**src/hdl/u8dw_pkg.sv**
```systemverilog
// Shared types, constants and helper functions for the UTF-8 display width summer.
// No dependencies; used by u8dw_width, utf8_display_width_summer, u8dw_checker and the testbench.
`default_nettype none

package u8dw_pkg;

    // Width of the running column total.
    localparam int WIDTH_BITS = 16;

    // A code point decoded from up to four bytes needs 21 bits.
    localparam int CP_BITS  = 21;
    localparam int NUM_WIDE = 14;

    // Inclusive East Asian wide ranges.
    localparam logic [CP_BITS-1:0] WIDE_LO [NUM_WIDE] = '{
        21'h01100, 21'h02329, 21'h02E80, 21'h03040, 21'h03400, 21'h04E00, 21'h0A000,
        21'h0AC00, 21'h0F900, 21'h0FE10, 21'h0FF01, 21'h0FFE0, 21'h20000, 21'h02329
    };
    localparam logic [CP_BITS-1:0] WIDE_HI [NUM_WIDE] = '{
        21'h0115F, 21'h0232A, 21'h0303E, 21'h033BF, 21'h04DBF, 21'h09FFF, 21'h0A4CF,
        21'h0D7AF, 21'h0FAFF, 21'h0FE6F, 21'h0FF60, 21'h0FFE6, 21'h2FA1F, 21'h0232A
    };

    // Bytes of a pending multi-byte sequence (the final byte is never stored).
    typedef struct packed {
        logic [2:0][7:0] bytes;
        logic [1:0]      count;
        logic [2:0]      need;
    } held_t;

    // Sequence length announced by a lead byte; 1 for ASCII, stray and invalid bytes.
    function automatic logic [2:0] seq_len(input logic [7:0] c);
        logic [2:0] len;
        len = 3'd1;
        if (c[7] == 1'b0)
            len = 3'd1;
        else if (c[7:5] == 3'b110)
            len = 3'd2;
        else if (c[7:4] == 4'b1110)
            len = 3'd3;
        else if (c[7:3] == 5'b11110)
            len = 3'd4;
        return len;
    endfunction

    function automatic logic cp_is_wide(input logic [CP_BITS-1:0] cp);
        logic hit;
        hit = 1'b0;
        for (int i = 0; i < NUM_WIDE; i++)
        begin
            if (cp >= WIDE_LO[i] && cp <= WIDE_HI[i])
                hit = 1'b1;
        end
        return hit;
    endfunction

endpackage

`default_nettype wire

```
**src/hdl/utf8_display_width_summer.sv**
```systemverilog
// The result of a range is registered, in the skid register while the output register is full.
// Throughput: one byte per cycle while skid is empty; the total updates in the transfer's cycle.
// An output register plus one skid register keeps input open while a result waits.
// Reset (rst_n low, asynchronous) clears the pending sequence, total and output valids.
// Top level of the UTF-8 display width summer; depends on u8dw_pkg and u8dw_width.
`default_nettype none

module utf8_display_width_summer (
    input  wire logic                            clk,
    input  wire logic                            rst_n,
    input  wire logic                            in_valid,
    output logic                                 in_ready,
    input  wire logic [7:0]                      data_byte,
    input  wire logic                            has_byte,
    input  wire logic                            last,
    output logic                                 out_valid,
    input  wire logic                            out_ready,
    output logic [u8dw_pkg::WIDTH_BITS-1:0]      total_width,
    output logic                                 width_saturated
);

    localparam int W = u8dw_pkg::WIDTH_BITS;

    u8dw_pkg::held_t held_reg, held_next;
    logic [W-1:0]    run_reg, run_next;
    logic            sat_reg, sat_next;

    logic            out_valid_reg, out_valid_next;
    logic [W-1:0]    out_total_reg, out_total_next;
    logic            out_sat_reg, out_sat_next;
    logic            skid_valid_reg, skid_valid_next;
    logic [W-1:0]    skid_total_reg, skid_total_next;
    logic            skid_sat_reg, skid_sat_next;

    logic [1:0]      cols;
    logic [2:0]      lead_len;
    logic            complete;
    logic [1:0]      byte_add;
    logic [1:0]      scan_add;
    logic [2:0]      add;
    logic [W:0]      sum;
    logic [W-1:0]    run_sum;
    logic            sat_sum;
    logic            accept;
    logic            push;
    logic            pop;
    u8dw_pkg::held_t held_upd;

    u8dw_width u_width (
        .held      (held_reg),
        .data_byte (data_byte),
        .cols      (cols)
    );

    assign in_ready = !skid_valid_reg;
    assign accept   = in_valid && in_ready;
    assign push     = accept && last;
    assign pop      = out_valid_reg && out_ready;

    assign out_valid       = out_valid_reg;
    assign total_width     = out_total_reg;
    assign width_saturated = out_sat_reg;

    // Byte handling, end-of-range rescan and saturating add
    always_comb
    begin
        lead_len = u8dw_pkg::seq_len(data_byte);
        complete = (held_reg.count != 2'd0) &&
                   (({1'b0, held_reg.count} + 3'd1) >= held_reg.need);
        held_upd = held_reg;
        byte_add = 2'd0;
        if (has_byte)
        begin
            if (held_reg.count == 2'd0)
            begin
                if (lead_len == 3'd1)
                    byte_add = 2'd1;
                else
                begin
                    held_upd.bytes[0] = data_byte;
                    held_upd.count    = 2'd1;
                    held_upd.need     = lead_len;
                end
            end
            else if (complete)
            begin
                byte_add       = cols;
                held_upd.count = 2'd0;
                held_upd.need  = 3'd0;
            end
            else
            begin
                for (int i = 0; i < 3; i++)
                begin
                    if (held_reg.count == 2'(i))
                        held_upd.bytes[i] = data_byte;
                end
                held_upd.count = held_reg.count + 2'd1;
            end
        end
        // An unfinished sequence at the end counts one column per held byte, except that
        // a two-byte lead in the second slot decodes with the byte behind it (never wide).
        if (!last)
            scan_add = 2'd0;
        else if (held_upd.count == 2'd3 && held_upd.bytes[1][7:5] == 3'b110)
            scan_add = 2'd2;
        else
            scan_add = held_upd.count;
        add      = {1'b0, byte_add} + {1'b0, scan_add};
        sum      = {1'b0, run_reg} + (W+1)'(add);
        run_sum  = sum[W] ? {W{1'b1}} : sum[W-1:0];
        sat_sum  = sat_reg | sum[W];

        held_next = held_reg;
        run_next  = run_reg;
        sat_next  = sat_reg;
        if (accept)
        begin
            if (last)
            begin
                held_next.count = 2'd0;
                held_next.need  = 3'd0;
                run_next        = '0;
                sat_next        = 1'b0;
            end
            else
            begin
                held_next = held_upd;
                run_next  = run_sum;
                sat_next  = sat_sum;
            end
        end
    end

    // Output register with skid stage
    always_comb
    begin
        out_valid_next  = out_valid_reg;
        out_total_next  = out_total_reg;
        out_sat_next    = out_sat_reg;
        skid_valid_next = skid_valid_reg;
        skid_total_next = skid_total_reg;
        skid_sat_next   = skid_sat_reg;
        if (pop)
        begin
            if (skid_valid_reg)
            begin
                out_total_next  = skid_total_reg;
                out_sat_next    = skid_sat_reg;
                skid_valid_next = 1'b0;
            end
            else
            begin
                out_valid_next = push;
                out_total_next = run_sum;
                out_sat_next   = sat_sum;
            end
        end
        else if (push)
        begin
            if (!out_valid_reg)
            begin
                out_valid_next = 1'b1;
                out_total_next = run_sum;
                out_sat_next   = sat_sum;
            end
            else
            begin
                skid_valid_next = 1'b1;
                skid_total_next = run_sum;
                skid_sat_next   = sat_sum;
            end
        end
    end

    always_ff @(posedge clk or negedge rst_n)
    begin
        if (!rst_n)
        begin
            held_reg       <= '0;
            run_reg        <= '0;
            sat_reg        <= 1'b0;
            out_valid_reg  <= 1'b0;
            skid_valid_reg <= 1'b0;
        end
        else
        begin
            held_reg       <= held_next;
            run_reg        <= run_next;
            sat_reg        <= sat_next;
            out_valid_reg  <= out_valid_next;
            skid_valid_reg <= skid_valid_next;
        end
    end

    // Payload: no reset needed
    always_ff @(posedge clk)
    begin
        out_total_reg  <= out_total_next;
        out_sat_reg    <= out_sat_next;
        skid_total_reg <= skid_total_next;
        skid_sat_reg   <= skid_sat_next;
    end

endmodule

`default_nettype wire

```
**src/hdl/u8dw_width.sv**
```systemverilog
// Decodes the sequence completed by the current byte and gives its column count.
// Depends on u8dw_pkg.
`default_nettype none

module u8dw_width (
    input  wire u8dw_pkg::held_t held,
    input  wire logic [7:0]      data_byte,
    output logic [1:0]           cols
);

    logic [u8dw_pkg::CP_BITS-1:0] cp;

    always_comb
    begin
        unique case (held.need)
            3'd3:
                cp = {5'b0, held.bytes[0][3:0], held.bytes[1][5:0], data_byte[5:0]};
            3'd4:
                cp = {held.bytes[0][2:0], held.bytes[1][5:0], held.bytes[2][5:0],
                      data_byte[5:0]};
            default:
                cp = {10'b0, held.bytes[0][4:0], data_byte[5:0]};
        endcase
        cols = u8dw_pkg::cp_is_wide(cp) ? 2'd2 : 2'd1;
    end

endmodule

`default_nettype wire

```
**config.mk**
```make
export PLATFORM = sky130hd
export DESIGN_NAME = utf8_display_width_summer
export DESIGN_NICKNAME = d
export VERILOG_FILES = /design/src/hdl/u8dw_pkg.sv /design/src/hdl/utf8_display_width_summer.sv /design/src/hdl/u8dw_width.sv
export SDC_FILE = /design/constraint.sdc
export NUM_CORES = 1
export LEC_CHECK = 0
export BUFFER_PORTS_ARGS = -buffer_cell sky130_fd_sc_hd__buf_2
export CORE_ASPECT_RATIO = 2
export CORE_UTILIZATION = 40
export DETAILED_ROUTE_END_ITERATION = 16
export HOLD_SLACK_MARGIN = 0.08
export PLACE_DENSITY = 0.61
export SYNTH_ARGS = -nofsm -noshare
export SYNTH_HDL_FRONTEND = slang
export SYNTH_HIERARCHICAL = 1
export SYNTH_SLANG_ARGS = --single-unit
```
**constraint.sdc**
```tcl
create_clock -name clk -period 11.9 [get_ports clk]
set_input_delay 1.19 -clock clk [delete_from_list [all_inputs] [get_ports clk]]
set_output_delay 1.19 -clock clk [all_outputs]
set_load 0.01 [all_outputs]
```
==> impl_metrics.tcl <==
set metrics [dict create \
    yosysWarningCount 6 \
    drc_errors 0 \
    cts_resized 0 \
    p_per_area_nw_per_um2 166 \
    fin_nets 571 \
    setup_ws_ps 5500 \
    via_per_inst 6.21 \
    netlist_instances 523 \
    syn2layout_area_growth_pct 10.6 \
    cp.arrival_ps 6490 \
    drive_gt1_share_pct 19.5 \
    vdd_ir_drop_max_uv 97.2 \
    die_x_um 81.3 \
    gp_congestion 0.959 \
    holdPathEnd "sat_reg" \
    rows 57 \
    power_leakage_nw 2.25 \
    grt_pass1_vias 4312 \
    min_path_type "reg -> reg" \
    maxSlewHeadroom_pct 32.4 \
    startpoint_type "flip-flop" \
    antenna_left 0 \
    die_h_um 161 \
    cp_slowest_cell "nor3b_2" \
    largest_reg_flops 24 \
    outcome "complete, no violations" \
    hold_viol 0 \
    min_path_cells 2 \
    drtIter0Drc 241 \
    r2r_cells 17 \
    portBuffers 32 \
    root_buffer "clkbuf_16" \
    cts_sinks 77 \
    clock_path_buffers 2 \
    num_vias 4328 \
    finalSetupTns_ps 0 \
    hold_start "sat_reg" \
    grt-ovfl-total 0 \
    cp_cell_sequence "nor3b_2, a32oi_1, and2_1, nor4_1, a21oi_1, a21oi_1, a311oi_1, or4_1, and3_1, fa_1, ha_1, fa_1, nand4_1, nor3_1, nand4_1, nor3b_1, o31ai_1" \
    rsz0062_at_grt "false" \
    dieArea_um2 13000 \
    cts_tree "built" \
    syn_area_um2 5030 \
    dp_hpwl_mm 11.9 \
    firstDrtPassIters 5 \
    insertion_delay_ps 340 \
    path_class "reg -> reg" \
    r2r_slack_ps 5500 \
    antennaDiodeCount 0 \
    cts-buffers-inserted 9 \
    critPathMaxFanout 18 \
    worstPathRequired_ps 11980 \
    timing.final.crit_share_pct 53.8 \
    start_util_pct 41.2 \
    timing.rr.end "total_width[15]" \
    routed_wl_mm 15.5 \
    grt_pass1_wl_mm 23.8 \
    path_buf_inv 0 \
    synth_fp_nets 549 \
    final_common_cell "nand2_1" \
    r2r_start "held_reg[2]" \
    fin_crit_ps 6400 \
    fmax_ghz 0.156 \
    hold_buffers 0 \
    fin_skew_ps 9.62 \
    clk_pin_slew_ps 70 \
    wire_per_inst_um 22.2 \
    track_usage_pct 24.9 \
    synth.avg_cell_area_um2 9.61 \
    final_cell_mix "nand2_1 (52), nor2_1 (50), dfrtp_1 (43)" \
    maxCapViolCount 0 \
    grt_max_degree 44 \
    io_pins 33 \
    crit_family "simple AND/OR/NAND/NOR gates" \
    endpoint_kind "flip-flop" \
    path_depth 17 \
    antenna_found_initial 0 \
    setup_violations 0 \
    worst_pin_slew_ps 1010 \
    slew_violations 0 \
    dp_slack_ps 5680 \
    core_area_um2 12200 \
    htree_levels 3 \
    cp_slowest_stage_delay_ps 830 \
    postCtsSetupBuffers 0 \
]
[cell type report]
type / count / area (µm²)
Inverter: 18 / 67.6
Multi-Input combinational cell: 403 / 2720
Sequential cell: 77 / 2100
Clock buffer: 9 / 225
Clock inverter: 7 / 78.8
Fill cell: 1183 / 6640
Tap cell: 147 / 184
Timing Repair Buffer: 36 / 190
[tightest hold or removal path, delay by kind of cell (launching register included)]
kind | cells | cell delay (ps)
flip-flops | 1 | 350
AND/OR/NAND/NOR | 1 | 80
AO/OA/AOI/OAI | 1 | 40
[stage by stage]
step	std cells	area, µm²	hold slack (ps)	util, %	total power, W
after floorplan	523	5030	451	-	0.000544
after global placement	681	5250	491	43.1	0.000640
after detailed placement	681	5250	490	43.1	0.000644
after CTS	697	5560	506	45.6	0.000925
after global routing	697	5560	534	45.6	0.000967
final	697	5560	508	45.6	0.000923
[per-layer routing]
| layer | track usage, % | wire length (µm) | vias to the layer above |
|---|---|---|---|
| li1 | - | - | 2036 |
| met1 | 24.1 | 5200 | 2103 |
| met2 | 46.9 | 8860 | 138 |
| met3 | 2.84 | 489 | 51 |
| met5 | 0 | 0 | - |
| met4 | 16.0 | 932 | 0 |
[where the power goes]
group	total [W]	switching (W)	internal (W)
Combinational	0.000279	0.000183	0.0000962
Clock	0.000280	0.000115	0.000165
Sequential	0.000364	0.0000384	0.000326
[worst max path at each step]
stage / from / end
2_1_floorplan: data_byte[4] / total_width[14]
3_3_place_gp: held_reg[2] / total_width[15]
3_5_place_dp: held_reg[2] / total_width[15]
4_1_cts: held_reg[2] / total_width[15]
5_1_grt: held_reg[2] / total_width[15]
6_report: held_reg[2] / total_width[15]
Power figures use the tool's default switching activity.
